--- src/tlshp_pkg.sv ---
// Package for the handshake hello field parser: parse phases, field kind codes,
// and the parser state and per-byte result structs. No dependencies.
`timescale 1ns / 1ps

package tlshp_pkg;

  // Field kind codes as they appear on the result channel
  localparam logic [3:0] KIND_TYPE    = 4'd0;
  localparam logic [3:0] KIND_LEN     = 4'd1;
  localparam logic [3:0] KIND_VMAJ    = 4'd2;
  localparam logic [3:0] KIND_VMIN    = 4'd3;
  localparam logic [3:0] KIND_RANDOM  = 4'd4;
  localparam logic [3:0] KIND_SIDLEN  = 4'd5;
  localparam logic [3:0] KIND_SID     = 4'd6;
  localparam logic [3:0] KIND_CSLEN   = 4'd7;
  localparam logic [3:0] KIND_CS      = 4'd8;
  localparam logic [3:0] KIND_COMPLEN = 4'd9;
  localparam logic [3:0] KIND_COMP    = 4'd10;
  localparam logic [3:0] KIND_EXTLEN  = 4'd11;
  localparam logic [3:0] KIND_BODY    = 4'd12;

  localparam logic [7:0]  CLIENT_HELLO_TYPE = 8'd1;
  localparam logic [15:0] RANDOM_LAST       = 16'd31;  // 32 random bytes
  localparam logic [15:0] LEN_LAST          = 16'd2;   // 3 length bytes
  localparam logic [15:0] POS_MAX           = 16'hFFFF;

  typedef enum logic [12:0] {
    PH_TYPE    = 13'h0001,
    PH_LEN     = 13'h0002,
    PH_VMAJ    = 13'h0004,
    PH_VMIN    = 13'h0008,
    PH_RANDOM  = 13'h0010,
    PH_SIDLEN  = 13'h0020,
    PH_SID     = 13'h0040,
    PH_CSLEN   = 13'h0080,
    PH_CS      = 13'h0100,
    PH_COMPLEN = 13'h0200,
    PH_COMP    = 13'h0400,
    PH_EXTLEN  = 13'h0800,
    PH_BODY    = 13'h1000
  } phase_t;

  typedef struct packed {
    phase_t      phase;
    logic [15:0] pos;
    logic [15:0] pend;
    logic [7:0]  ktype;
    logic [23:0] klen;
  } parse_state_t;

  typedef struct packed {
    logic [3:0]  field_kind;
    logic [7:0]  byte_value;
    logic [15:0] index_in_field;
    logic        field_complete;
    logic [7:0]  message_kind;
    logic [23:0] message_length;
    logic        truncated;
  } field_result_t;

endpackage

--- src/tlshp_step.sv ---
// Per-byte labelling logic: next parser state and the result for one byte.
// Purely combinational; uses tlshp_pkg.
`timescale 1ns / 1ps

module tlshp_step (
  input  tlshp_pkg::parse_state_t  st,
  input  logic [7:0]               data_byte,
  input  logic                     sof,
  input  logic                     eof,
  output tlshp_pkg::parse_state_t  st_nxt,
  output tlshp_pkg::field_result_t res
);

  tlshp_pkg::phase_t ph;
  logic [15:0]       pos;
  logic [15:0]       pend;
  logic [15:0]       cs_len;
  logic [16:0]       pos_inc;
  logic              len_done;
  logic [3:0]        kind;
  logic              done;
  logic              trunc;

  always_comb begin
    // start of message restarts parsing before this byte is labelled
    ph   = sof ? tlshp_pkg::PH_TYPE : st.phase;
    pos  = sof ? 16'd0 : st.pos;
    pend = sof ? 16'd0 : st.pend;

    pos_inc  = {1'b0, pos} + 17'd1;
    len_done = pos_inc >= {1'b0, pend};
    cs_len   = {pend[7:0], data_byte};

    st_nxt       = st;
    st_nxt.phase = ph;
    st_nxt.pos   = pos;
    st_nxt.pend  = pend;
    kind         = tlshp_pkg::KIND_BODY;
    done         = 1'b0;

    unique case (ph)
      tlshp_pkg::PH_TYPE: begin
        kind         = tlshp_pkg::KIND_TYPE;
        st_nxt.ktype = data_byte;
        st_nxt.klen  = 24'd0;
        done         = 1'b1;
        st_nxt.phase = tlshp_pkg::PH_LEN;
        st_nxt.pos   = 16'd0;
      end
      tlshp_pkg::PH_LEN: begin
        kind        = tlshp_pkg::KIND_LEN;
        st_nxt.klen = {st.klen[15:0], data_byte};
        if (pos >= tlshp_pkg::LEN_LAST) begin
          done         = 1'b1;
          st_nxt.phase = (st.ktype == tlshp_pkg::CLIENT_HELLO_TYPE) ?
                         tlshp_pkg::PH_VMAJ : tlshp_pkg::PH_BODY;
          st_nxt.pos   = 16'd0;
        end else begin
          st_nxt.pos = pos_inc[15:0];
        end
      end
      tlshp_pkg::PH_VMAJ: begin
        kind         = tlshp_pkg::KIND_VMAJ;
        done         = 1'b1;
        st_nxt.phase = tlshp_pkg::PH_VMIN;
      end
      tlshp_pkg::PH_VMIN: begin
        kind         = tlshp_pkg::KIND_VMIN;
        done         = 1'b1;
        st_nxt.phase = tlshp_pkg::PH_RANDOM;
        st_nxt.pos   = 16'd0;
      end
      tlshp_pkg::PH_RANDOM: begin
        kind = tlshp_pkg::KIND_RANDOM;
        if (pos >= tlshp_pkg::RANDOM_LAST) begin
          done         = 1'b1;
          st_nxt.phase = tlshp_pkg::PH_SIDLEN;
          st_nxt.pos   = 16'd0;
        end else begin
          st_nxt.pos = pos_inc[15:0];
        end
      end
      tlshp_pkg::PH_SIDLEN: begin
        kind         = tlshp_pkg::KIND_SIDLEN;
        st_nxt.pend  = {8'd0, data_byte};
        done         = 1'b1;
        st_nxt.phase = (data_byte != 8'd0) ? tlshp_pkg::PH_SID : tlshp_pkg::PH_CSLEN;
        st_nxt.pos   = 16'd0;
      end
      tlshp_pkg::PH_COMPLEN: begin
        kind         = tlshp_pkg::KIND_COMPLEN;
        st_nxt.pend  = {8'd0, data_byte};
        done         = 1'b1;
        st_nxt.phase = (data_byte != 8'd0) ? tlshp_pkg::PH_COMP : tlshp_pkg::PH_EXTLEN;
        st_nxt.pos   = 16'd0;
      end
      tlshp_pkg::PH_SID: begin
        kind = tlshp_pkg::KIND_SID;
        if (len_done) begin
          done         = 1'b1;
          st_nxt.phase = tlshp_pkg::PH_CSLEN;
          st_nxt.pos   = 16'd0;
        end else begin
          st_nxt.pos = pos_inc[15:0];
        end
      end
      tlshp_pkg::PH_CS: begin
        kind = tlshp_pkg::KIND_CS;
        if (len_done) begin
          done         = 1'b1;
          st_nxt.phase = tlshp_pkg::PH_COMPLEN;
          st_nxt.pos   = 16'd0;
        end else begin
          st_nxt.pos = pos_inc[15:0];
        end
      end
      tlshp_pkg::PH_COMP: begin
        kind = tlshp_pkg::KIND_COMP;
        if (len_done) begin
          done         = 1'b1;
          st_nxt.phase = tlshp_pkg::PH_EXTLEN;
          st_nxt.pos   = 16'd0;
        end else begin
          st_nxt.pos = pos_inc[15:0];
        end
      end
      tlshp_pkg::PH_CSLEN: begin
        kind = tlshp_pkg::KIND_CSLEN;
        if (pos == 16'd0) begin
          st_nxt.pend = {8'd0, data_byte};
          st_nxt.pos  = 16'd1;
        end else begin
          st_nxt.pend  = cs_len;
          done         = 1'b1;
          st_nxt.phase = (cs_len != 16'd0) ? tlshp_pkg::PH_CS : tlshp_pkg::PH_COMPLEN;
          st_nxt.pos   = 16'd0;
        end
      end
      tlshp_pkg::PH_EXTLEN: begin
        kind = tlshp_pkg::KIND_EXTLEN;
        if (pos == 16'd0) begin
          st_nxt.pos = 16'd1;
        end else begin
          done         = 1'b1;
          st_nxt.phase = tlshp_pkg::PH_BODY;
          st_nxt.pos   = 16'd0;
        end
      end
      default: begin
        // body, and any phase code that cannot occur; index saturates
        kind         = tlshp_pkg::KIND_BODY;
        done         = eof;
        st_nxt.phase = tlshp_pkg::PH_BODY;
        if (pos != tlshp_pkg::POS_MAX) begin
          st_nxt.pos = pos_inc[15:0];
        end
      end
    endcase

    trunc = eof && (st_nxt.ktype == tlshp_pkg::CLIENT_HELLO_TYPE) &&
            (st_nxt.phase != tlshp_pkg::PH_BODY);

    res.field_kind     = kind;
    res.byte_value     = data_byte;
    res.index_in_field = pos;
    res.field_complete = done;
    res.message_kind   = st_nxt.ktype;
    res.message_length = st_nxt.klen;
    res.truncated      = trunc;

    // next byte after end of message is a type octet
    if (eof) begin
      st_nxt.phase = tlshp_pkg::PH_TYPE;
      st_nxt.pos   = 16'd0;
      st_nxt.pend  = 16'd0;
    end
  end

endmodule

--- src/tls_handshake_hello_field_parser.sv ---
// Top level of the handshake hello field parser: input register, parser state,
// output register. Uses tlshp_pkg and tlshp_step.
`timescale 1ns / 1ps

// Channel | Handshake             | Payload
// in_     | in_valid / in_ready   | data_byte, start_of_message, end_of_message
// out_    | out_valid / out_ready | field_kind .. truncated, one transfer per byte
//
// One byte per cycle sustained while out_ready stays high; a byte's label passes
// through the input register and then the output register to reach the outputs.
// The labelling logic sits between the input register and the output register,
// and the parser state advances when a byte moves from one to the other.
// Reset (rst_n low, synchronous) empties both registers and returns the parser to
// expecting a type octet. A stall on out_ready holds both registers; in_ready
// stays high while the input register is empty or moving forward.
module tls_handshake_hello_field_parser (
  input  logic        clk,
  input  logic        rst_n,
  input  logic        in_valid,
  output logic        in_ready,
  input  logic [7:0]  in_data_byte,
  input  logic        in_start_of_message,
  input  logic        in_end_of_message,
  output logic        out_valid,
  input  logic        out_ready,
  output logic [3:0]  out_field_kind,
  output logic [7:0]  out_byte_value,
  output logic [15:0] out_index_in_field,
  output logic        out_field_complete,
  output logic [7:0]  out_message_kind,
  output logic [23:0] out_message_length,
  output logic        out_truncated
);

  logic                     in_vld_r;
  logic                     in_vld_nxt;
  logic [7:0]               data_r;
  logic                     sof_r;
  logic                     eof_r;
  logic                     out_vld_r;
  logic                     out_vld_nxt;
  logic                     advance;
  tlshp_pkg::parse_state_t  st_r;
  tlshp_pkg::parse_state_t  st_nxt;
  tlshp_pkg::field_result_t res;
  tlshp_pkg::field_result_t out_r;

  assign advance  = in_vld_r && (!out_vld_r || out_ready);
  assign in_ready = !in_vld_r || advance;

  tlshp_step u_step (
    .st        (st_r),
    .data_byte (data_r),
    .sof       (sof_r),
    .eof       (eof_r),
    .st_nxt    (st_nxt),
    .res       (res)
  );

  always_comb begin
    in_vld_nxt = in_vld_r;
    if (in_valid && in_ready) begin
      in_vld_nxt = 1'b1;
    end else if (advance) begin
      in_vld_nxt = 1'b0;
    end
    out_vld_nxt = out_vld_r;
    if (advance) begin
      out_vld_nxt = 1'b1;
    end else if (out_ready) begin
      out_vld_nxt = 1'b0;
    end
  end

  always_ff @(posedge clk) begin
    if (!rst_n) begin
      in_vld_r   <= 1'b0;
      out_vld_r  <= 1'b0;
      st_r.phase <= tlshp_pkg::PH_TYPE;
      st_r.pos   <= 16'd0;
      st_r.pend  <= 16'd0;
      st_r.ktype <= 8'd0;
      st_r.klen  <= 24'd0;
    end else begin
      in_vld_r  <= in_vld_nxt;
      out_vld_r <= out_vld_nxt;
      if (advance) begin
        st_r <= st_nxt;
      end
    end
  end

  always_ff @(posedge clk) begin
    if (in_valid && in_ready) begin
      data_r <= in_data_byte;
      sof_r  <= in_start_of_message;
      eof_r  <= in_end_of_message;
    end
    if (advance) begin
      out_r <= res;
    end
  end

  assign out_valid          = out_vld_r;
  assign out_field_kind     = out_r.field_kind;
  assign out_byte_value     = out_r.byte_value;
  assign out_index_in_field = out_r.index_in_field;
  assign out_field_complete = out_r.field_complete;
  assign out_message_kind   = out_r.message_kind;
  assign out_message_length = out_r.message_length;
  assign out_truncated      = out_r.truncated;

endmodule

--- config.mk ---
export PLATFORM = sky130hd
export DESIGN_NAME = tls_handshake_hello_field_parser
export DESIGN_NICKNAME = d
export VERILOG_FILES = /design/src/tlshp_pkg.sv /design/src/tlshp_step.sv /design/src/tls_handshake_hello_field_parser.sv
export SDC_FILE = /design/constraint.sdc
export NUM_CORES = 1
export LEC_CHECK = 0
export ABC_AREA = 1
export BUFFER_PORTS_ARGS = -buffer_cell sky130_fd_sc_hd__buf_4
export CAP_MARGIN = 20
export CORE_ASPECT_RATIO = 1.75
export CORE_UTILIZATION = 42
export DETAILED_ROUTE_END_ITERATION = 8
export MAX_ROUTING_LAYER = met4
export PLACE_DENSITY = 0.62
export SLEW_MARGIN = 20
export SYNTH_ARGS = -nofsm -noshare
export SYNTH_HDL_FRONTEND = slang
export SYNTH_HIERARCHICAL = 1
export SYNTH_SLANG_ARGS = --single-unit
--- constraint.sdc ---
create_clock -name clk -period 4.2 [get_ports clk]
set_input_delay 1.05 -clock clk [delete_from_list [all_inputs] [get_ports clk]]
set_output_delay 1.05 -clock clk [all_outputs]
set_load 0.005 [all_outputs]
==> results.sh <==
export IMPL_status="completed"
export IMPL_synth_cell_types=39
export IMPL_timing_rr_end="st_r[48]"
export IMPL_drt_first_iter_violations=413
export IMPL_finalInstanceArea_sq_um=10400
export IMPL_die_x_microns=116
export IMPL_synth_area_sq_um=9600
export IMPL_core_area_sq_um=22300
export IMPL_dr_pass1_iters=5
export IMPL_holdWs_ns=0.442
export IMPL_clock_fmax_ghz=0.261
export IMPL_setup_viol_count_final=0
export IMPL_wl_met3_microns=909
export IMPL_cts_tree="built"
export IMPL_clkLatencyLatePin_ns=0.44
export IMPL_drive_above_1_share=0.133
export IMPL_placed_cell_area_sq_um=9810
export IMPL_r2r_slack_ns=0.36
export IMPL_worstMarginPinSlew_ns=0.900
export IMPL_end_kind="register"
export IMPL_synthAdderAreaFrac=0.0248
export IMPL_ctsHtreeMaxLevel=4
export IMPL_n_antenna_cell=0
export IMPL_hpwl_microns=18600
export IMPL_yosysTopAreaCellShare=0.225
export IMPL_yosys_area_share_simple=0.306
export IMPL_antenna_found_initial=0
export IMPL_path_clk_slew_ns=0.07
export IMPL_port_buffers=77
export IMPL_cts_sinks=151
export IMPL_muxShareOfSynthArea=0
export IMPL_rows=72
export IMPL_drc=0
export IMPL_fin_setup_tns_ns=0
export IMPL_grtUsageTotal=0.246
export IMPL_critPathKind="reg -> reg"
export IMPL_synth_compound_area_frac=0.0952
export IMPL_grt_pass1_vias=8008
export IMPL_ctsHoldBuffers=0
export IMPL_grt_max_degree=155
export IMPL_min_period_over_period=0.914
export IMPL_hold_path_depth=0
export IMPL_maxCapViolCount=0
export IMPL_cts_setup_buffers=0
export IMPL_cts_resized=0
export IMPL_skew_ns=0.00892
export IMPL_slew_viol_final=0
export IMPL_holdPathEnd="out_byte_value[3]"
export IMPL_avgRoutedWirePerCell_microns=16.2
export IMPL_ant_nets=0
export IMPL_routedLengthMet1_microns=9800
export IMPL_clk_path_buf_depth=2
export IMPL_slew_headroom=0.400
export IMPL_vias=8431
export IMPL_syn_inst=1330
export IMPL_cp_start_kind="register"
export IMPL_gp_congestion=0.944
export IMPL_hold_violations=0
export IMPL_area_growth_pct=8.42
export IMPL_required_ns=4.58
export IMPL_final_common_cell="nand2_1"
export IMPL_period_minus_slack_ns=3.84
export IMPL_crit_fanout=14
export IMPL_grt_overflow=0
export IMPL_wl_met2_microns=14100
export IMPL_grt_pass1_wl_microns=42400
export IMPL_routed_wl_microns=26600
export IMPL_top_layer_used="met4"
export IMPL_synth_top_area_cell="edfxtp_1"
export IMPL_reg2reg_from="sof_r"
export IMPL_io_pin_count=78
export IMPL_synth_area_leaders="edfxtp_1 23%, dfxtp_1 16%, nand2_1 10%"
export IMPL_dieArea_sq_um=23500
export IMPL_rsz0062_at_grt="no"
export IMPL_cts_made_buffers=17
export IMPL_leakagePower_nw=4.69
export IMPL_yosys_warnings=6
export IMPL_synth_xor_area_frac=0.00821
export IMPL_final_cell_mix="256 x nand2_1, 202 x inv_1, 179 x nor2_1, 132 x nand3_1, 102 x a21oi_1"
export IMPL_ir_drop_uv=300
export IMPL_hp_class="reg -> reg"
export IMPL_synth_seq_cells=151
export IMPL_start_util=0.431
export IMPL_cts_root_buf="clkbuf_16"
export IMPL_via_per_inst=5.14
export IMPL_power_density_nw_per_um2=381
export IMPL_reg2reg_depth=26
export IMPL_yosysSeqAreaShare=0.390
export IMPL_cp_data_arrival_time_ns=4.22
export IMPL_nets=1364
export IMPL_avgSynthCellArea_sq_um=7.22
export IMPL_synth_fp_nets=1363
export IMPL_synth_top_family_by_area="simple AND/OR/NAND/NOR gates"
export IMPL_holdCritStartpoint="data_r[3]"
export IMPL_fp_dieH_microns=202
[power breakdown]
part           internal (mW)  switching, mW  leakage, nW  total [mW]
clock network          0.833          0.669        0.279        1.50
logic                  0.259          0.495         3.08       0.754
registers               1.65         0.0656         1.33        1.71
total                   2.74           1.23         4.69        3.97
[worst max path at each step]
| stage | slack (ns) | end | startpoint | cells after the start |
|---|---|---|---|---|
| after floorplan | 0.28 | st_r[73] | sof_r | 32 |
| after global placement | 0.32 | st_r[61] | sof_r | 29 |
| after detailed placement | 0.22 | st_r[61] | sof_r | 29 |
| after CTS | 0.19 | st_r[61] | sof_r | 29 |
| after global routing | 0.01 | st_r[49] | sof_r | 29 |
| final | 0.36 | st_r[48] | sof_r | 26 |
[critical path, stage by stage, from the launching register on]
cell and delay [ns]:
edfxtp_1 0.40, inv_2 0.13, buf_4 0.22, nand2_1 0.15, inv_2 0.10, nand2_1 0.10
nor2_1 0.13, nand2_1 0.15, inv_1 0.12, nand2_1 0.06, nor2_1 0.13, xor2_1 0.25
inv_1 0.16, ha_1 0.35, and3_1 0.19, nand4_1 0.06, nand2_1 0.09, nor2_4 0.16
buf_6 0.19, nand4_1 0.11, nand2_1 0.11, nand2_1 0.05, nor2_1 0.10, inv_1 0.04
nand3_1 0.07, nand2_1 0.06, nor2_1 0.10
[cells by family (layout without fill, tap and decap cells)]
group | count (synthesis) | in the layout
AOI/OAI and AO/OA | 167 | 167
xor gates and xnor gates | 9 | 9
adders and majority gates | 19 | 19
buffers and inverters | 323 | 337
DFF | 151 | 151
and+or+nand+nor | 661 | 661
[synth_stat cells]
cell type	number
nand2_1	258
inv_1	204
nor2_1	180
nand3_1	132
a21oi_1	102
dfxtp_1	79
edfxtp_1	72
buf_4	54
o21ai_0	33
nand4_1	22
nor3_1	21
buf_2	20
ha_1	19
o22ai_1	16
buf_6	13
nand2_2	10
buf_8	9
xor2_1	9
a32oi_1	8
inv_2	8
clkbuf_1	7
nand3_2	7
nor2_4	7
a21oi_2	5
nor2_2	5
nor4_1	5
buf_1	4
clkbuf_8	3
nand3b_1	3
or2_2	3
and2_1	2
and3_1	2
nand2_4	2
a21boi_1	1
buf_12	1
nand4_4	1
nor3b_1	1
o211ai_1	1
o21ai_2	1
[cell type report]
cell class              count  area [sq um]
repair buffers             93           731
inverters                 212           796
well taps                 296           370
clock inverters            14           141
multi-input cells         856          4190
fillers                  2309         11800
flip-flops and latches    151          3750
clock buffers              18           429
[layer usage]
layer  vias up  track usage
met1      3882        0.251
met2       229        0.421
met5         -            -
li1       4226            -
met4         0        0.171
met3        94       0.0378
[metrics by stage]
step           std cells  utilization  setup slack (ns)  power [mW]
6_report            1640        0.468             0.363        3.97
5_1_grt             1640        0.468            0.0141        4.16
4_1_cts             1640        0.467             0.191        4.00
3_5_place_dp        1608        0.441             0.218        2.49
3_3_place_gp        1608        0.441             0.317        2.48
2_1_floorplan       1330            -             0.283        2.32
[registers in the layout, summed over array words and instances, names as in the netlist]
name	flops
st_r	77
out_message_length	24
out_index_in_field	16
data_r	8
out_byte_value	8
out_message_kind	8
out_field_kind	4
eof_r	1
in_vld_r	1
out_field_complete	1
out_truncated	1
out_valid	1
sof_r	1
No activity file was read; power rests on OpenSTA's default activity.
